### src/sv/ofph_pkg.sv
// Shared types and constants for the optical-flow position-hold PD block.
`timescale 1ns / 1ps

package ofph_pkg;

  localparam int POS_W      = 32;             // position accumulator width
  localparam int GAIN_W     = 16;             // Q8.8 gains
  localparam int DELTA_W    = 8;
  localparam int STATUS_W   = 8;
  localparam int DRIVE_W    = 15;
  localparam int MOTION_BIT = 7;
  localparam int DIVISOR    = 100;
  localparam int DRIVE_LIMIT = 60 * 256;      // 60.0 in Q8.8

  // Divide by 100 through a reciprocal: estimate is exact or one low.
  localparam int DIV_SH  = POS_W + 5;
  localparam logic [63:0] RECIP_FULL = (64'd1 << DIV_SH) / 64'(DIVISOR);
  localparam int RECIP_W = POS_W - 1;
  localparam logic [RECIP_W-1:0] RECIP = RECIP_FULL[RECIP_W-1:0];
  localparam int PROD_W  = POS_W + RECIP_W;
  localparam int QMAG_W  = PROD_W - DIV_SH;   // quotient, signed, fits
  localparam int REM_W   = 8;                 // remainder estimate < 200

  localparam int PT_W  = GAIN_W + QMAG_W;     // proportional product
  localparam int DT_W  = GAIN_W + 1;          // negated derivative term
  localparam int SUM_W = PT_W + 2;

  localparam int NSTG = 5;                    // lane pipeline stages

  localparam int IN_DATA_W  = 24;
  localparam int OUT_DATA_W = 32;

  localparam int CFG_IDX_W  = 1;
  localparam int CFG_DATA_W = GAIN_W;

  typedef enum logic [CFG_IDX_W-1:0] {
    CFG_PROP_GAIN  = 1'b0,
    CFG_DERIV_GAIN = 1'b1
  } cfg_reg_e;

  typedef struct packed {
    logic            taken;   // report carries new motion
    logic [NSTG-1:0] ld;      // per-stage load enables, ld[0] = beat accepted
  } lane_ctl_t;

  typedef struct packed {
    logic signed [PT_W-1:0] pterm;  // prop_gain * (position / 100)
    logic signed [DT_W-1:0] dterm;  // -deriv_gain * (delta / 100)
  } lane_res_t;

endpackage

### src/sv/ofph_lane.sv
// One axis: saturating position accumulator, divide by 100 and gain products.
`timescale 1ns / 1ps

module ofph_lane (
  input  logic                                  clk_i,
  input  logic                                  rst_ni,
  input  ofph_pkg::lane_ctl_t                   ctl_i,
  input  logic [ofph_pkg::DELTA_W-1:0]          raw_delta_i,
  input  logic signed [ofph_pkg::GAIN_W-1:0]    prop_gain_i,
  input  logic signed [ofph_pkg::GAIN_W-1:0]    deriv_gain_i,
  output ofph_pkg::lane_res_t                   res_o
);
  import ofph_pkg::*;

  localparam logic signed [DELTA_W-1:0] D_HI = DELTA_W'(DIVISOR);
  localparam logic signed [DELTA_W-1:0] D_LO = -D_HI;
  localparam logic [REM_W-1:0]          REM_DIV = REM_W'(DIVISOR);
  localparam logic [POS_W-1:0]          POS_DIV = POS_W'(DIVISOR);

  // architectural state
  logic signed [POS_W-1:0]   pos_q, pos_d;
  logic signed [DELTA_W-1:0] delta_q, delta_d;

  // stage 0: snapshot
  logic [POS_W-1:0]          mag0_q;
  logic                      neg0_q, dp0_q, dn0_q;
  // stage 1: reciprocal product
  logic [PROD_W-1:0]         prod1_q;
  logic [POS_W-1:0]          mag1_q;
  logic                      neg1_q, dp1_q, dn1_q;
  // stage 2: quotient estimate and remainder
  logic [QMAG_W-1:0]         qest2_q;
  logic [REM_W-1:0]          rem2_q;
  logic                      neg2_q, dp2_q, dn2_q;
  // stage 3: corrected signed quotient
  logic signed [QMAG_W-1:0]  quot3_q;
  logic                      dp3_q, dn3_q;
  // stage 4: terms
  logic signed [PT_W-1:0]    pterm4_q;
  logic signed [DT_W-1:0]    dterm4_q;

  logic signed [POS_W:0]     pos_sum;
  logic [POS_W-1:0]          rem_full;
  logic                      corr;
  logic signed [QMAG_W-1:0]  quot_d;

  always_comb begin
    pos_sum = {pos_q[POS_W-1], pos_q} + (POS_W+1)'(signed'(raw_delta_i));
    pos_d   = pos_q;
    delta_d = delta_q;
    if (ctl_i.taken) begin
      delta_d = signed'(raw_delta_i);
      if (pos_sum[POS_W] != pos_sum[POS_W-1]) begin
        pos_d = pos_sum[POS_W] ? {1'b1, {(POS_W-1){1'b0}}} : {1'b0, {(POS_W-1){1'b1}}};
      end else begin
        pos_d = pos_sum[POS_W-1:0];
      end
    end
  end

  always_ff @(posedge clk_i or negedge rst_ni) begin
    if (!rst_ni) begin
      pos_q   <= '0;
      delta_q <= '0;
    end else begin
      pos_q   <= pos_d;
      delta_q <= delta_d;
    end
  end

  assign rem_full = mag1_q - POS_W'(prod1_q[PROD_W-1:DIV_SH]) * POS_DIV;
  assign corr     = (rem2_q >= REM_DIV);
  // -(q + c) == ~q + 1 - c
  assign quot_d   = neg2_q ? signed'(~qest2_q + QMAG_W'(!corr))
                           : signed'(qest2_q + QMAG_W'(corr));

  always_ff @(posedge clk_i) begin
    if (ctl_i.ld[0]) begin
      neg0_q <= pos_d[POS_W-1];
      mag0_q <= pos_d[POS_W-1] ? (~pos_d + POS_W'(1)) : pos_d;
      dp0_q  <= (delta_d >= D_HI);
      dn0_q  <= (delta_d <= D_LO);
    end
    if (ctl_i.ld[1]) begin
      prod1_q <= PROD_W'(mag0_q) * PROD_W'(RECIP);
      mag1_q  <= mag0_q;
      neg1_q  <= neg0_q;
      dp1_q   <= dp0_q;
      dn1_q   <= dn0_q;
    end
    if (ctl_i.ld[2]) begin
      qest2_q <= prod1_q[PROD_W-1:DIV_SH];
      rem2_q  <= rem_full[REM_W-1:0];
      neg2_q  <= neg1_q;
      dp2_q   <= dp1_q;
      dn2_q   <= dn1_q;
    end
    if (ctl_i.ld[3]) begin
      quot3_q <= quot_d;
      dp3_q   <= dp2_q;
      dn3_q   <= dn2_q;
    end
    if (ctl_i.ld[4]) begin
      pterm4_q <= PT_W'(prop_gain_i) * PT_W'(quot3_q);
      if (dp3_q) begin
        dterm4_q <= -DT_W'(deriv_gain_i);
      end else if (dn3_q) begin
        dterm4_q <= DT_W'(deriv_gain_i);
      end else begin
        dterm4_q <= '0;
      end
    end
  end

  assign res_o.pterm = pterm4_q;
  assign res_o.dterm = dterm4_q;

  a_pos_hold: assert property (@(posedge clk_i) disable iff (!rst_ni)
    !ctl_i.taken |=> $stable(pos_q) && $stable(delta_q))
    else $error("position changed without motion");

  a_rem_range: assert property (@(posedge clk_i) disable iff (!rst_ni)
    ctl_i.ld[2] |=> (rem2_q < REM_W'(2 * DIVISOR)))
    else $error("reciprocal estimate off by more than one");

endmodule

### config.mk
export PLATFORM = sky130hd
export DESIGN_NAME = ofph_lane
export DESIGN_NICKNAME = d
export VERILOG_FILES = /design/src/sv/ofph_pkg.sv /design/src/sv/ofph_lane.sv
export SDC_FILE = /design/constraint.sdc
export NUM_CORES = 2
export LEC_CHECK = 0
export BUFFER_PORTS_ARGS = -buffer_cell sky130_fd_sc_hd__buf_2
export CORE_UTILIZATION = 50
export CTS_CLUSTER_SIZE = 20
export DETAILED_ROUTE_END_ITERATION = 10
export PLACE_DENSITY = 0.77
export SYNTH_ARGS = -nofsm -noshare
export SYNTH_HDL_FRONTEND = slang
export SYNTH_SLANG_ARGS = --single-unit
export TNS_END_PERCENT = 30
### constraint.sdc
create_clock -name clk_i -period 15.7 [get_ports clk_i]
set_input_delay 0.785 -clock clk_i [delete_from_list [all_inputs] [get_ports clk_i]]
set_output_delay 0.785 -clock clk_i [all_outputs]
set_load 0.02 [all_outputs]
==> impl_metrics.py <==
metrics = {
    "status": {
        "outcome": "completed",
    },
    "sta": {
        "fin_tns_setup_ns": 0,
        "fmax_ghz": 0.121,
        "min_period_ns": 8.26,
        "rsz0062_at_grt": "no",
        "slew_headroom_pct": 35.7,
        "hold_violations": 0,
        "finClkSkew_ns": 0.0437,
        "final_max_slew_viol_count": 0,
        "worstMarginPinSlew_ns": 0.964,
        "setup_viol_count_final": 0,
        "post-route-period-util_pct": 52.6,
    },
    "critical_path": {
        "r2r_end": "prod1_q[48]",
        "crit_arrival_ns": 8.61,
        "reg2reg_depth": 24,
        "rr_startpoint": "mag0_q[2]",
        "crit_fanout": 8,
        "crit_chain": "inv_1, fa_1, inv_1, ha_1, fa_1, inv_1, fa_1, inv_1, fa_1, fa_1, fa_1, fa_1, ha_1, a211oi_1, o21bai_1, nor4_1, a21oi_1, o2111ai_1, a211oi_1, o31a_1, o21a_1, o21a_1, nor2_1, xnor2_1",
        "crit_top_cell": "fa_1",
        "reg2reg_slack_ns": 7.44,
        "end_kind": "flip-flop",
        "worstPathRequired_ns": 16.05,
        "crit_start": "mag0_q[2]",
        "worst_path_largest_cell_delay_ns": 0.71,
        "crit_slowest_cell": "edfxtp_1",
        "crit_type": "reg -> reg",
        "critPathLaunchType": "flip-flop",
    },
    "clocking": {
        "post_cts_buffers": 0,
        "ctsResizeCount": 0,
        "cts_max_path_buffers": 3,
        "cts_buffers": 30,
        "cts_hold_buf": 0,
        "cts_sinks": 232,
        "htree_levels": 1,
        "cts_root_buf": "clkbuf_16",
        "path_clk_slew_ns": 0.06,
        "cts_tree": "built",
        "clock_latency_ns": 0.64,
    },
    "routing": {
        "wl_per_cell_microns": 19.6,
        "ant_nets": 0,
        "dr.first_iter.drc_count": 1858,
        "maxUsedRoutingLayer": "met4",
        "wirelength_mm": 100,
        "firstDrtPassIters": 5,
        "vias": 28400,
        "vias_per_cell": 5.56,
        "drc": 0,
        "wl_met3_mm": 6.76,
        "route.met2.wl_mm": 49.7,
        "wl_met1_mm": 38.8,
    },
    "place": {
        "placed_cell_area_sq_mm": 0.0426,
        "gp_congestion": 1.04,
        "dp_hpwl_mm": 82.4,
        "portBuffers": 106,
    },
    "synthesis": {
        "synth.top_cell.area_share_pct": 37.2,
        "netlist_area_sq_mm": 0.0411,
        "synth_cells": 3980,
        "synthDistinctLibCells": 83,
        "synth_nets": 5333,
        "synth_area_leaders": "fa_1 37%, ha_1 17%, edfxtp_1 14%",
        "yosysTopAreaCell": "fa_1",
        "ys.flop_type": "edfxtp_1",
        "avgSynthCellArea_sq_um": 10.3,
        "async_reset_ff_share_pct": 17.2,
        "synth-seq-cells": 232,
        "yosys_warnings": 0,
        "seq_area_frac_synth_pct": 16.5,
        "synth_edf_count": 192,
    },
    "layout": {
        "fin_nets": 5381,
        "drive_gt1_share_pct": 4.94,
        "area_delta_synth_final_pct": 6.21,
        "stdcell_area_sq_mm": 0.0436,
    },
    "floorplan": {
        "die_h_microns": 289,
        "start_util_pct": 50.7,
        "ios": 107,
        "row_count": 104,
        "core_area_sq_mm": 0.0809,
        "die-area_sq_mm": 0.0833,
        "die_w_microns": 289,
    },
    "job": {
        "cap_violations": 0,
    },
    "global_route": {
        "antenna_found_initial": 2,
        "grt-ovfl-total": 0,
        "grt_max_degree": 60,
        "track_usage_pct": 25.0,
        "grt_pass1_vias": 30700,
        "grt_pass1_wl_mm": 162,
    },
    "hold_path": {
        "hp-class": "in -> async",
    },
}
[worst max path at each step]
stage                        end
global placement     prod1_q[48]
floorplan           pterm4_q[28]
CTS                  prod1_q[48]
global route         prod1_q[48]
finish               prod1_q[48]
detailed placement   prod1_q[62]
[registers in the layout, summed over array words and instances (netlist names), 6 cells and up]
register and cells:
delta_q 8, dterm4_q 17, mag0_q 32, mag1_q 6, pos_q 32, prod1_q 26
pterm4_q 42, qest2_q 26, quot3_q 26, rem2_q 6
[layout make-up]
class / instances / area [sq um]
fill: 6898 / 37300
multi-input combinational: 2759 / 30600
sequential: 232 / 6770
inverter: 895 / 3360
tap: 1060 / 1330
clock buffer: 35 / 769
timing repair buffer: 110 / 561
clock inverter: 20 / 259
antenna: 2 / 5.00
[worst max-delay path: cells and delay by family (launching register included)]
kind | cells | cell delay (ns)
buffers and inverters | 4 | 0.44
adder cells (fa/ha/maj) | 9 | 3.77
AO/OA/AOI/OAI | 8 | 2.23
flip-flops | 1 | 0.71
XOR/XNOR | 1 | 0.07
AND/OR/NAND/NOR | 2 | 0.75
[per-layer routing]
metal | up-vias | GRT usage [%]
li1 | 12700 | -
met1 | 14400 | 31.0
met2 | 1071 | 43.3
met3 | 263 | 3.55
met4 | 0 | 11.1
met5 | - | 0
[placed cells by master (no fill, tap or decap), types with 14 or more instances in the layout]
cell	synthesis	layout
buf_2	1	106
and2_1	164	164
a21o_1	57	57
or3_1	21	21
clkbuf_16	0	30
nand2_1	338	338
inv_1	894	894
nor3_1	25	25
a21oi_1	137	137
nand3_1	34	34
ha_1	542	542
o21ai_0	90	90
nor2_1	125	125
xnor2_1	104	104
a31oi_1	18	18
dfrtp_1	40	40
edfxtp_1	192	192
nand2b_1	31	31
xor2_1	46	46
o21a_1	18	18
fa_1	763	763
and3_1	14	14
nor2b_1	17	17
a211oi_1	19	19
[synth_stat cells (all sizes together), types with 11 or more instances]
cell and n:
mux2i 11, nand3 34, xor2 46, clkbuf 87, and2 164, nand2 339, o21ai 98, a31oi 19
or3 21, nor2 126, a211oi 20, inv 895, fa 763, ha 542, nand4 12, edfxtp 192
o21a 18, nor4 12, a21o 57, xnor2 104, nor3 26, nand2b 31, a21oi 141, nor2b 17
o31ai 13, and3 14, dfrtp 40
[cells by family after synthesis]
family | after synthesis | synth area share [%]
flip-flops | 232 | 16.5
multiplexers | 17 | 0.433
XOR/XNOR | 150 | 3.20
AND/OR/NAND/NOR | 829 | 9.87
AO/OA/AOI/OAI | 458 | 7.22
buffers and inverters | 989 | 9.08
adder cells (fa/ha/maj) | 1305 | 53.7
[metrics by stage]
| step | hold slack (ns) | worst slack [ns] | std cells | util (%) |
|---|---|---|---|---|
| 6_report | 0.336 | 7.44 | 5113 | 53.9 |
| 5_1_grt | 0.394 | 7.19 | 5112 | 53.9 |
| 4_1_cts | 0.353 | 7.51 | 5111 | 53.9 |
| 3_5_place_dp | 0.405 | 7.56 | 5056 | 52.6 |
| 3_3_place_gp | 0.401 | 7.70 | 5056 | 52.6 |
| 2_1_floorplan | 0.400 | 8.73 | 3980 | - |
Power is not shown: default switching activity piles up to over one toggle a cycle in this logic, so the estimate is an artifact.
