File: src/sv/ofph_pkg.sv
// Shared types and constants for the optical-flow position-hold PD block.
`timescale 1ns / 1ps

package ofph_pkg;

  localparam int POS_W      = 32;             // position accumulator width
  localparam int GAIN_W     = 16;             // Q8.8 gains
  localparam int DELTA_W    = 8;
  localparam int STATUS_W   = 8;
  localparam int DRIVE_W    = 15;
  localparam int MOTION_BIT = 7;
  localparam int DIVISOR    = 100;
  localparam int DRIVE_LIMIT = 60 * 256;      // 60.0 in Q8.8

  // Divide by 100 through a reciprocal: estimate is exact or one low.
  localparam int DIV_SH  = POS_W + 5;
  localparam logic [63:0] RECIP_FULL = (64'd1 << DIV_SH) / 64'(DIVISOR);
  localparam int RECIP_W = POS_W - 1;
  localparam logic [RECIP_W-1:0] RECIP = RECIP_FULL[RECIP_W-1:0];
  localparam int PROD_W  = POS_W + RECIP_W;
  localparam int QMAG_W  = PROD_W - DIV_SH;   // quotient, signed, fits
  localparam int REM_W   = 8;                 // remainder estimate < 200

  localparam int PT_W  = GAIN_W + QMAG_W;     // proportional product
  localparam int DT_W  = GAIN_W + 1;          // negated derivative term
  localparam int SUM_W = PT_W + 2;

  localparam int NSTG = 5;                    // lane pipeline stages

  localparam int IN_DATA_W  = 24;
  localparam int OUT_DATA_W = 32;

  localparam int CFG_IDX_W  = 1;
  localparam int CFG_DATA_W = GAIN_W;

  typedef enum logic [CFG_IDX_W-1:0] {
    CFG_PROP_GAIN  = 1'b0,
    CFG_DERIV_GAIN = 1'b1
  } cfg_reg_e;

  typedef struct packed {
    logic            taken;   // report carries new motion
    logic [NSTG-1:0] ld;      // per-stage load enables, ld[0] = beat accepted
  } lane_ctl_t;

  typedef struct packed {
    logic signed [PT_W-1:0] pterm;  // prop_gain * (position / 100)
    logic signed [DT_W-1:0] dterm;  // -deriv_gain * (delta / 100)
  } lane_res_t;

endpackage

File: src/sv/ofph_merge.sv
// Sums and clamps both lanes' terms into the output beat register.
`timescale 1ns / 1ps

module ofph_merge (
  input  logic                                 clk_i,
  input  logic                                 rst_ni,
  input  logic                                 ld_i,
  input  ofph_pkg::lane_res_t                  res_x_i,
  input  ofph_pkg::lane_res_t                  res_y_i,
  input  logic                                 taken_i,
  output logic                                 m_axis_tvalid_o,
  input  logic                                 m_axis_tready_i,
  output logic [ofph_pkg::OUT_DATA_W-1:0]      m_axis_tdata_o,
  output logic                                 m_axis_tuser_o
);
  import ofph_pkg::*;

  localparam logic signed [SUM_W-1:0] LIM_P = SUM_W'(DRIVE_LIMIT);
  localparam logic signed [SUM_W-1:0] LIM_N = -LIM_P;

  logic                        valid_q, valid_d;
  logic [DRIVE_W-1:0]          drv_x_q, drv_y_q, drv_x_d, drv_y_d;
  logic                        tk_q;
  logic signed [SUM_W-1:0]     sum_x, sum_y;

  function automatic logic [DRIVE_W-1:0] clamp(input logic signed [SUM_W-1:0] s);
    logic signed [SUM_W-1:0] c;
    c = s;
    if (s > LIM_P) c = LIM_P;
    if (s < LIM_N) c = LIM_N;
    return c[DRIVE_W-1:0];
  endfunction

  assign sum_x   = SUM_W'(res_x_i.dterm) - SUM_W'(res_x_i.pterm);
  assign sum_y   = SUM_W'(res_y_i.dterm) - SUM_W'(res_y_i.pterm);
  assign drv_x_d = clamp(sum_x);
  assign drv_y_d = clamp(sum_y);

  always_comb begin
    valid_d = valid_q;
    if (ld_i) begin
      valid_d = 1'b1;
    end else if (m_axis_tready_i) begin
      valid_d = 1'b0;
    end
  end

  always_ff @(posedge clk_i or negedge rst_ni) begin
    if (!rst_ni) begin
      valid_q <= 1'b0;
    end else begin
      valid_q <= valid_d;
    end
  end

  always_ff @(posedge clk_i) begin
    if (ld_i) begin
      drv_x_q <= drv_x_d;
      drv_y_q <= drv_y_d;
      tk_q    <= taken_i;
    end
  end

  assign m_axis_tvalid_o = valid_q;
  assign m_axis_tdata_o  = {{(OUT_DATA_W - 2*DRIVE_W){1'b0}}, drv_y_q, drv_x_q};
  assign m_axis_tuser_o  = tk_q;

  a_drive_range: assert property (@(posedge clk_i) disable iff (!rst_ni)
    valid_q |-> (signed'(drv_x_q) <= DRIVE_W'(DRIVE_LIMIT)) &&
                (signed'(drv_x_q) >= -DRIVE_W'(DRIVE_LIMIT)) &&
                (signed'(drv_y_q) <= DRIVE_W'(DRIVE_LIMIT)) &&
                (signed'(drv_y_q) >= -DRIVE_W'(DRIVE_LIMIT)))
    else $error("drive beyond limit");

endmodule

File: config.mk
export PLATFORM = sky130hd
export DESIGN_NAME = ofph_merge
export DESIGN_NICKNAME = d
export VERILOG_FILES = /design/src/sv/ofph_pkg.sv /design/src/sv/ofph_merge.sv
export SDC_FILE = /design/constraint.sdc
export NUM_CORES = 1
export LEC_CHECK = 0
export ABC_CLOCK_PERIOD_IN_PS = 1000
export BUFFER_PORTS_ARGS = -buffer_cell sky130_fd_sc_hd__buf_4
export CAP_MARGIN = 20
export CORE_ASPECT_RATIO = 1.1
export CORE_UTILIZATION = 57
export CTS_BUF_LIST = sky130_fd_sc_hd__clkbuf_8 sky130_fd_sc_hd__clkbuf_16
export DETAILED_ROUTE_END_ITERATION = 10
export GPL_ROUTABILITY_DRIVEN = 0
export MAX_ROUTING_LAYER = met4
export PLACE_DENSITY = 0.83
export SLEW_MARGIN = 20
export SYNTH_ARGS = -nofsm -noshare
export SYNTH_HDL_FRONTEND = slang
export SYNTH_SLANG_ARGS = --single-unit
File: constraint.sdc
create_clock -name clk_i -period 1 [get_ports clk_i]
set_clock_uncertainty 0.1 [all_clocks]
set_input_delay 0.05 -clock clk_i [delete_from_list [all_inputs] [get_ports clk_i]]
set_output_delay 0.05 -clock clk_i [all_outputs]
set_load 0.02 [all_outputs]
==> flow_summary.yaml, run 1 <==
synthesis:
  syn_inst: 1008
  synth_flop_cell: "edfxtp_1"
  ys_ff_latch: 32
  synth_warnings: 0
  ys_seq_area_share_pct: 13.4
  yosys.cell_types.count: 77
  postSynth.asyncResetShare_pct: 3.13
  synth_area_um2: 7130
  synth-edff-count: 31
  syn-mean-instance-area_um2: 7.08
cts:
  cts_resized: 95
  cts.sinks: 32
  hold_buffers: 4
  cts_htree_levels: 2
  ctsLongestPathBuffers: 2
  cts_buffers: 5
  post_cts_buffers: 17
  cts_root_buf: "clkbuf_16"
run_status:
  run_status: "stopped before the end"
  haltStage: "clock tree synthesis"
  stop_error: "[ERROR DPL-0033] detailed placement checks failed during check placement."
placement:
  place_hpwl_um: 26800
  place_inst: 1637
  dp_slack_ps: -3240
  port_buffers: 154
floorplan:
  num_io_pins: 157
  row_count: 42
  die-height_um: 119
  start_util_pct: 58.8
  die_x_um: 109
## through the flow
step,instance area (um2),hold WS [ps]
floorplan,7310,-346
global placement,11200,-274
detailed placement,11200,-273
## cell families after synthesis
kind of cell | share of synthesized area, %
buffers and inverters | 7.93
flip-flops | 13.4
AND/OR/NAND/NOR | 23.0
XOR/XNOR | 8.47
other | 0.0526
adder cells (fa/ha/maj) | 15.3
AO/OA/AOI/OAI | 31.1
multiplexers | 0.754
## synth_stat cells, types with 5 or more instances
| cell type | number | area (um2) |
|---|---|---|
| a21oi_1 | 124 | 621 |
| inv_1 | 110 | 413 |
| nand2_1 | 93 | 349 |
| ha_1 | 84 | 1050 |
| nor2_1 | 76 | 285 |
| o21ai_0 | 55 | 275 |
| xnor2_1 | 39 | 342 |
| nand4_1 | 35 | 219 |
| a21o_1 | 31 | 233 |
| edfxtp_1 | 31 | 931 |
| xor2_1 | 30 | 263 |
| clkbuf_1 | 25 | 93.8 |
| nor3_1 | 18 | 90.1 |
| nor4_1 | 18 | 113 |
| nand3_1 | 17 | 85.1 |
| o211ai_1 | 17 | 128 |
| a211oi_1 | 15 | 113 |
| a31oi_1 | 13 | 81.3 |
| o21a_1 | 13 | 97.6 |
| o21bai_1 | 11 | 82.6 |
| a21boi_0 | 9 | 67.6 |
| nand2b_1 | 9 | 56.3 |
| and2_1 | 8 | 50.1 |
| nor2b_1 | 8 | 50.1 |
| or3_1 | 8 | 50.1 |
| or4_1 | 7 | 52.6 |
| o31ai_1 | 6 | 45.0 |
| and4_1 | 5 | 43.8 |
| o22ai_1 | 5 | 31.3 |
==> inputs of run 2 (changes only) <==
--- a/config.mk
+++ b/config.mk
@@ -8,13 +8,10 @@
 export ABC_CLOCK_PERIOD_IN_PS = 1000
 export BUFFER_PORTS_ARGS = -buffer_cell sky130_fd_sc_hd__buf_4
 export CAP_MARGIN = 20
-export CORE_ASPECT_RATIO = 1.1
-export CORE_UTILIZATION = 57
-export CTS_BUF_LIST = sky130_fd_sc_hd__clkbuf_8 sky130_fd_sc_hd__clkbuf_16
+export CORE_UTILIZATION = 40
 export DETAILED_ROUTE_END_ITERATION = 10
 export GPL_ROUTABILITY_DRIVEN = 0
-export MAX_ROUTING_LAYER = met4
-export PLACE_DENSITY = 0.83
+export PLACE_DENSITY_LB_ADDON = 0.15
 export SLEW_MARGIN = 20
 export SYNTH_ARGS = -nofsm -noshare
 export SYNTH_HDL_FRONTEND = slang
==> run 2 against run 1 <==
The flow now finishes, with violations (setup timing). Synthesized cell count stayed put. Synthesized area stayed put.
==> flow_summary.yaml, run 2 <==
synthesis:
  synthTopCellsByCount: "a21oi_1 (124), inv_1 (110), nand2_1 (93)"
  synthMostInstantiatedCell: "a21oi_1"
  ys_ff_latch: 32
  ys_seq_area_share_pct: 13.4
  yosysTopAreaCellShare_pct: 14.7
  synth_flop_cell: "edfxtp_1"
  synth_warnings: 0
  yosysTopAreaCell: "ha_1"
  synth-edff-count: 31
  synth_area_um2: 7130
  netlist_top_cells_area: "ha_1 (15%), edfxtp_1 (13%), a21oi_1 (8.7%)"
  yosys.cell_types.count: 77
  syn-mean-instance-area_um2: 7.08
  postSynth.asyncResetShare_pct: 3.13
  syn_inst: 1008
floorplan:
  coreArea_um2: 17400
  die-height_um: 136
  start_util_pct: 41.1
  die_x_um: 136
  num_io_pins: 157
  die_area_um2: 18400
  row_count: 48
setup_path:
  critPathArrivalTime_ps: 3790
  slowest_stage: "a221o_1"
  cp_num_buf_inv: 6
  crit_path_end_kind: "flip-flop"
  worst-setup-path-type: "input port to flip-flop"
  slowest_delay_ps: 400
  reg2reg_depth: 1
  crit_family: "compound AO/OA/AOI/OAI gates"
  worstPathMaxFanout: 5
  startpoint_type: "input port"
  crit_cells: 19
  required_ps: 1030
  crit_chain: "buf_8 -> inv_12 -> ha_4 -> inv_2 -> fa_2 -> a21o_1 -> a221o_1 -> buf_6 -> a211oi_4 -> o31ai_4 -> a21oi_2 -> buf_4 -> xnor2_2 -> or4bb_1 -> nor4_1 -> and4_1 -> nand4_1 -> buf_6 -> a21oi_2"
timing:
  finalCriticalPeriod_ps: 3760
  period_share_pct: 376
  fmax_mhz: 266
  hold_viol_final: 0
  layout_setup_ws_ps: -2760
  drv_slew: 0
  grt_setup_unrepaired: "yes"
  finalSetupViolCount: 35
  relSlewSlack_pct: 52.1
  setup_tns_ps: -77610
  tightestPinTransition_ps: 712
power:
  p_int_mw: 6.31
  power_leakage_nw: 5.84
  ir_worst_vdd_mv: 0.977
  p_per_area_nw_per_um2: 881
  power_mw: 10.5
  power.switching_mw: 4.23
  p_sw_share_pct: 40.2
  p_comb_share_pct: 70.5
  pwr-share-seq_pct: 15.5
  p_clk_share_pct: 14.0
cts:
  cts.sinks: 32
  ctsLongestPathBuffers: 2
  cts_root_buf: "clkbuf_16"
  clkLatencyLatePin_ps: 270
  cts_htree_levels: 2
  cts_buffers: 5
  clk_pin_slew_ps: 50
  cts_tree: "built"
routing:
  drtIter0Drc: 525
  ant_nets: 0
  firstDrtPassIters: 6
  wl_per_cell_um: 14.6
  num_vias: 9382
  drc: 0
  wl_um: 25300
  viasPerCell: 5.42
run_status:
  violations: "setup timing"
  run_status: "finished, violations left"
run:
  max-cap-violations: 0
grt:
  grt_usage_pct: 27.5
  grt_pass1_wl_um: 41100
  overflow: 0
  antenna_found_initial: 0
  grt_pass1_vias: 8927
  grt_max_degree: 33
placement:
  dp_slack_ps: -3120
  place_hpwl_um: 21200
  port_buffers: 154
finish:
  area_growth_pct: 67.7
  antenna_cells: 0
  drive_above_1_share_pct: 40.4
  layout_common_cells: "buf_4 (496), a21oi_1 (110), inv_1 (105), nand2_1 (92)"
  nFillCells: 1498
  fin_nets: 1714
  final_common_cell: "buf_4"
  reg.largest.list: "drv_x_q (15), drv_y_q (15)"
min_path:
  hp-class: "input port to flip-flop"
  holdPathStages: 3
==> run 2: path summary, 6_finish.rpt <==
kind / start / to / slack [ps]
worst min-delay path: res_y_i[17] / drv_y_q[0] / 100
worst max-delay path: res_x_i[0] / drv_x_q[3] / -2760
worst max register to register: m_axis_tvalid_o / m_axis_tvalid_o / 250
min in group asynchronous: rst_ni / m_axis_tvalid_o / 530
worst min register to register: m_axis_tvalid_o / m_axis_tvalid_o / 390
max in group asynchronous: rst_ni / m_axis_tvalid_o / 170
==> run 2: what timing repair did <==
| action | 4_1_cts | 5_1_grt |
|---|---|---|
| hold endpoints to repair | 3 | 0 |
| resized for setup | 49 | 35 |
| gates cloned | 3 | 0 |
| endpoints found under the setup margin | 36 | 41 |
| setup buffers | 6 | 2 |
| pin swaps | 24 | 16 |
| hold buffers | 4 | 0 |
==> run 2: final cells by class <==
cell class | count | area, um2 | area share [%]
clock buffers | 5 | 125 | 1.05
well taps | 225 | 282 | 2.35
flip-flops and latches | 32 | 956 | 7.99
multi-input cells | 833 | 6070 | 50.7
repair buffers | 523 | 4070 | 34.0
clock inverters | 3 | 23.8 | 0.199
inverters | 110 | 438 | 3.66
==> run 2: power by group through the flow <==
stage / Combinational (mW) / Clock [mW] / Sequential, mW
after floorplan: 3.39 / 0 / 1.76
after CTS: 7.22 / 1.50 / 1.62
after detailed placement: 6.97 / 0 / 1.65
after global placement: 6.87 / 0 / 1.65
after global routing: 8.09 / 1.56 / 1.64
final: 7.43 / 1.48 / 1.63
==> run 2: stage by stage <==
step | utilization, % | std cells | area [um2] | hold WS, ps
after floorplan | - | 1009 | 7310 | -346
after global placement | 64.9 | 1709 | 11300 | -275
after detailed placement | 64.9 | 1709 | 11300 | -274
after CTS | 67.8 | 1729 | 11800 | 96.5
after global routing | 68.9 | 1731 | 12000 | 104
final | 68.9 | 1731 | 12000 | 102
==> run 2: logic make-up (layout without fill, tap and decap cells) <==
logic type / Yosys count / in the layout / synth area share, %
AOI/OAI and AO/OA: 347 / 347 / 31.1
xor gates and xnor gates: 69 / 69 / 8.47
buffers and inverters: 144 / 641 / 7.93
DFF: 32 / 32 / 13.4
and+or+nand+nor: 324 / 324 / 23.0
other: 1 / 2 / 0.0526
muxes: 5 / 5 / 0.754
adders and majority gates: 86 / 86 / 15.3
==> run 2: metal layers <==
metal  up-vias  track usage [%]  share of wire, %
li1       4730                -                 -
met1      4301             36.4                46
met3        29             3.40               7.0
met5         -                0                 0
met4         0             5.93               1.2
met2       322             47.4                46
(Power assumes the default switching activity.)
==> inputs of run 3 (changes only) <==
--- a/config.mk
+++ b/config.mk
@@ -8,10 +8,13 @@
 export ABC_CLOCK_PERIOD_IN_PS = 1000
 export BUFFER_PORTS_ARGS = -buffer_cell sky130_fd_sc_hd__buf_4
 export CAP_MARGIN = 20
+export CELL_PAD_IN_SITES_DETAIL_PLACEMENT = 0
+export CELL_PAD_IN_SITES_GLOBAL_PLACEMENT = 1
 export CORE_UTILIZATION = 40
 export DETAILED_ROUTE_END_ITERATION = 10
 export GPL_ROUTABILITY_DRIVEN = 0
 export PLACE_DENSITY_LB_ADDON = 0.15
+export REMOVE_ABC_BUFFERS = 1
 export SLEW_MARGIN = 20
 export SYNTH_ARGS = -nofsm -noshare
 export SYNTH_HDL_FRONTEND = slang
==> run 3 against run 2 <==
The run still ends with setup timing left. Count of clock-buffer cells in the layout up 3. Largest cell class unchanged. Die area unchanged. Global-route usage down 0.30 points. Non-clock buffer count down 5.
==> flow_summary.yaml, run 3 (synthesis gave the netlist of run 2 again) <==
grt:
  antenna_found_initial: 0
  overflow: 0
  grt_pass1_vias: 8844
  grt_usage_pct: 27.2
  grt_pass1_wl_um: 40600
  grt_max_degree: 33
floorplan:
  die_x_um: 136
  num_io_pins: 157
  die_area_um2: 18400
  start_util_pct: 41.1
  coreArea_um2: 17400
  die-height_um: 136
  row_count: 48
timing:
  drv_slew: 0
  finalCriticalPeriod_ps: 3670
  hold_ws_ps: 109
  grt_setup_unrepaired: "yes"
  period_share_pct: 367
  relSlewSlack_pct: 53.7
  layout_setup_ws_ps: -2670
  fmax_mhz: 273
  finalSetupViolCount: 31
  hold_viol_final: 0
  tightestPinTransition_ps: 688
run_status:
  violations: "setup timing"
  run_status: "finished, violations left"
placement:
  place_hpwl_um: 21400
  port_buffers: 154
power:
  p_per_area_nw_per_um2: 883
  p_sw_share_pct: 39.6
  power.switching_mw: 4.24
  power_leakage_nw: 5.82
  p_clk_share_pct: 14.7
  ir_worst_vdd_mv: 1.09
  pwr-share-seq_pct: 15.2
  p_int_mw: 6.46
  p_comb_share_pct: 70.1
setup_path:
  startpoint_type: "input port"
  worst-setup-path-type: "input port to flip-flop"
  crit_chain: "buf_6 -> inv_4 -> ha_4 -> inv_2 -> fa_2 -> a21o_1 -> a221o_1 -> buf_6 -> a21o_1 -> a21oi_2 -> xnor2_2 -> nor4_2 -> buf_4 -> o211ai_1 -> nor4_2 -> nand4_1 -> or4_4 -> a21bo_2"
  setup.worst_path.start: "res_x_i[0]"
  critPathArrivalTime_ps: 3600
  regToRegSetupSlack_ps: 250
  slowest_stage: "or4_4"
  required_ps: 930
  crit_path_end_kind: "flip-flop"
  rr_startpoint: "m_axis_tvalid_o"
  worstPathMaxFanout: 4
  slowest_delay_ps: 640
routing:
  drc: 0
  ant_nets: 0
  wl_per_cell_um: 15.0
  viasPerCell: 5.40
  num_vias: 9314
  wl_um: 26000
  drtIter0Drc: 423
  firstDrtPassIters: 5
cts:
  clkLatencyLatePin_ps: 270
  cts.sinks: 32
  cts_buffers: 5
  cts_root_buf: "clkbuf_16"
  ctsLongestPathBuffers: 2
  clk_pin_slew_ps: 50
  cts_tree: "built"
  cts_htree_levels: 2
finish:
  antenna_cells: 0
  final_core_util_pct: 69.8
  fin_nets: 1709
  area_growth_pct: 69.9
  drive_above_1_share_pct: 42.2
  layout_common_cells: "buf_4 (483), inv_1 (105), a21oi_1 (98), nand2_1 (88), nor2_1 (71)"
  final_common_cell: "buf_4"
  reg.largest.list: "drv_x_q (15), drv_y_q (15)"
  nFillCells: 1480
min_path:
  hp-class: "input port to flip-flop"
  min_from: "res_y_i[17]"
run:
  max-cap-violations: 0
## run 3: cell count changes in the layout (fill, tap and decap cells not counted), moves of 3 or more
cell,change
buf_4,-13
a21oi_1,-12
a21oi_2,+12
ha_1,-9
buf_6,+8
ha_4,+6
o21ai_0,-5
o21ai_1,+5
nand2_1,-4
ha_2,+3
nand2_2,+3
nor2_1,-3
nor2_4,+3
## run 3: routing by layer
| layer | GRT usage, % | vias up | wire [um] |
|---|---|---|---|
| met5 | 0 | - | 0 |
| met4 | 8.49 | 0 | 775 |
| met3 | 1.76 | 60 | 1350 |
| met2 | 49.8 | 286 | 12700 |
| met1 | 33.8 | 4265 | 11100 |
| li1 | - | 4703 | - |
## run 3: stage by stage
stage | setup slack (ps) | cell area, um2 | std cells | TNS [ps] | total power, mW
finish | -2670 | 12100 | 1726 | -74910 | 10.7
global route | -2850 | 12100 | 1726 | -79520 | 11.4
CTS | -2770 | 11600 | 1719 | -78120 | 10.3
detailed placement | -3330 | 11100 | 1703 | -94480 | 8.48
global placement | -3290 | 11100 | 1703 | -93160 | 8.39
floorplan | -3180 | 6980 | 975 | -81110 | 5.03
## run 3: critical path: cells and delay by family
family / cells / cell delay (ps)
compound gates: 6 / 1240
xor+xnor: 1 / 100
fa+ha+maj: 2 / 470
buf+inv: 5 / 520
simple gates: 4 / 1240
## run 3: area by class of cell
type | instances | area, um2 | share of cell area, %
clock buffer | 8 | 156 | 1.29
inverter | 110 | 418 | 3.45
multi-input combinational | 833 | 6230 | 51.5
sequential | 32 | 956 | 7.89
tap | 225 | 282 | 2.32
timing repair buffer | 518 | 4070 | 33.6
## run 3: final timing paths
kind / endpoint / cells past startpoint
max: drv_x_q[10] / 18
min: drv_y_q[0] / 3
max reg2reg: m_axis_tvalid_o / 1
min reg2reg: m_axis_tvalid_o / 1
max in group asynchronous: m_axis_tvalid_o / 3
min in group asynchronous: m_axis_tvalid_o / 3
## run 3: what timing repair did
action / CTS / global route
endpoints found under the hold margin: 3 / 0
buffers inserted: 2 / 6
setup endpoints to repair: 34 / 39
hold buffers: 4 / 0
pin swaps: 30 / 26
resized for setup: 70 / 97
cloned: 2 / 1
## run 3: power by group through the flow
stage,Combinational [mW],Sequential [mW],Clock (mW)
2_1_floorplan,3.28,1.76,0
4_1_cts,7.04,1.62,1.59
6_report,7.50,1.63,1.57
3_5_place_dp,6.84,1.64,0
3_3_place_gp,6.75,1.64,0
5_1_grt,8.15,1.63,1.66
==> inputs of run 4 (changes only) <==
--- a/config.mk
+++ b/config.mk
@@ -14,7 +14,6 @@
 export DETAILED_ROUTE_END_ITERATION = 10
 export GPL_ROUTABILITY_DRIVEN = 0
 export PLACE_DENSITY_LB_ADDON = 0.15
-export REMOVE_ABC_BUFFERS = 1
 export SLEW_MARGIN = 20
 export SYNTH_ARGS = -nofsm -noshare
 export SYNTH_HDL_FRONTEND = slang
==> run 4 against run 3 <==
First-iteration DRC count up 93%. Maximum frequency decreased by 2.2%. Global-route usage up 0.39 points. Largest cell class unchanged. The flow still finishes with violations (setup timing).
==> flow_summary.yaml, run 4 (synthesis gave the netlist of run 2 again) <==
run_status:
  run_status: "finished, violations left"
  violations: "setup timing"
floorplan:
  row_count: 48
  start_util_pct: 41.1
  die_area_um2: 18400
  die-height_um: 136
  die_x_um: 136
  num_io_pins: 157
  coreArea_um2: 17400
timing:
  hold_viol_final: 0
  setup_tns_ps: -76090
  tightestPinTransition_ps: 612
  grt_setup_unrepaired: "yes"
  layout_setup_ws_ps: -2750
  period_share_pct: 375
  drv_slew: 0
  finalSetupViolCount: 37
  relSlewSlack_pct: 58.7
  finalCriticalPeriod_ps: 3750
  fmax_mhz: 267
finish:
  nFillCells: 1533
  final_core_util_pct: 68.9
  fin_nets: 1700
  antenna_cells: 0
  layout_common_cells: "buf_4 (482), inv_1 (106), a21oi_1 (104), nand2_1 (90), nor2_1 (74)"
  drive_above_1_share_pct: 40.8
  stdcell_count: 1717
  postLayoutCellArea_um2: 12000
  final_common_cell: "buf_4"
  area_growth_pct: 67.8
  reg.largest.list: "drv_x_q (15), drv_y_q (15)"
min_path:
  hold_end: "drv_y_q[0]"
  hp-class: "input port to flip-flop"
  min_from: "res_y_i[17]"
  holdPathStages: 3
setup_path:
  regToRegSetupSlack_ps: 250
  crit_family: "simple AND/OR/NAND/NOR gates"
  reg2reg_to: "m_axis_tvalid_o"
  crit_chain: "buf_8 -> inv_12 -> ha_4 -> inv_2 -> fa_2 -> a211oi_4 -> o21bai_2 -> o311ai_4 -> and4_1 -> a211oi_2 -> or3_1 -> or4_1 -> or4_4 -> nor4_4 -> mux2i_2 -> buf_6 -> and2b_1"
  crit_path_end_kind: "flip-flop"
  cp_num_buf_inv: 4
  worstPathMaxFanout: 5
  worst-setup-path-type: "input port to flip-flop"
  slowest_delay_ps: 500
  reg2reg_depth: 1
  critPathArrivalTime_ps: 3790
  startpoint_type: "input port"
  required_ps: 1040
  rr_startpoint: "m_axis_tvalid_o"
  slowest_stage: "or4_4"
cts:
  cts_htree_levels: 2
  clkLatencyLatePin_ps: 270
  cts.sinks: 32
  clk_pin_slew_ps: 50
  ctsLongestPathBuffers: 2
  cts_buffers: 5
  cts_root_buf: "clkbuf_16"
  cts_tree: "built"
routing:
  ant_nets: 0
  drtIter0Drc: 815
  wl_per_cell_um: 15.2
  drc: 0
  wl_um: 26000
  num_vias: 9289
  viasPerCell: 5.41
  firstDrtPassIters: 5
power:
  ir_worst_vdd_mv: 0.988
  power_leakage_nw: 5.79
  power_mw: 10.9
  p_per_area_nw_per_um2: 910
placement:
  port_buffers: 154
  place_inst: 1700
  place_hpwl_um: 21500
  placed_area_um2: 11200
grt:
  grt_max_degree: 33
  grt_pass1_vias: 8652
  grt_pass1_wl_um: 41400
  grt_usage_pct: 27.6
  overflow: 0
  antenna_found_initial: 1
run:
  max-cap-violations: 0
-- run 4: final cells by class --
| type | count | area (um2) | share of cell area [%] |
|---|---|---|---|
| inverters | 110 | 438 | 3.66 |
| clock buffers | 7 | 153 | 1.28 |
| flip-flops and latches | 32 | 956 | 7.99 |
| repair buffers | 509 | 3950 | 33.0 |
| clock inverters | 1 | 30.0 | 0.251 |
| multi-input cells | 833 | 6150 | 51.4 |
| well taps | 225 | 282 | 2.35 |
-- run 4: how the worst max path moves through the flow --
stage,start,to,slack [ps],cells past startpoint
after detailed placement,res_y_i[0],drv_y_q[1],-3160,18
after floorplan,res_y_i[0],drv_y_q[10],-2920,16
after global placement,res_y_i[0],drv_y_q[1],-3060,17
final,res_y_i[0],drv_y_q[1],-2750,17
after global routing,res_y_i[0],drv_y_q[1],-2930,17
after CTS,res_y_i[0],drv_y_q[1],-2780,17
-- run 4: power by group --
group / internal, mW / switching [mW]
registers: 1.58 / 0.0552
clock network: 1.31 / 0.527
logic: 3.75 / 3.67
total: 6.64 / 4.25
-- run 4: what timing repair did --
action,CTS,global route
setup buffers,3,1
cloned,1,1
hold endpoints to repair,3,0
resized for setup,49,60
pin swaps,19,12
hold buffers,4,0
setup endpoints to repair,38,39
-- run 4: per-layer routing --
layer | up-vias | wire (um) | part of all wire, % | track usage (%)
met5 | - | 11 | 0.042 | 0
met4 | 2 | 301 | 1.2 | 4.37
met3 | 24 | 1940 | 7.5 | 3.29
met2 | 337 | 11600 | 45 | 45.3
met1 | 4246 | 12200 | 47 | 39.1
li1 | 4680 | - | - | -
-- run 4: metrics by stage --
stage                     setup slack, ps  hold WS, ps
after floorplan                     -2920         -346
after global placement              -3060         -275
after detailed placement            -3160         -273
after CTS                           -2780         99.9
after global routing                -2930          111
final                               -2750          106
-- run 4: worst min-delay path, delay by kind of cell --
| kind | cells | cell delay (ps) |
|---|---|---|
| adder cells (fa/ha/maj) | 1 | 120 |
| buffers and inverters | 1 | 90 |
| AND/OR/NAND/NOR | 1 | 40 |
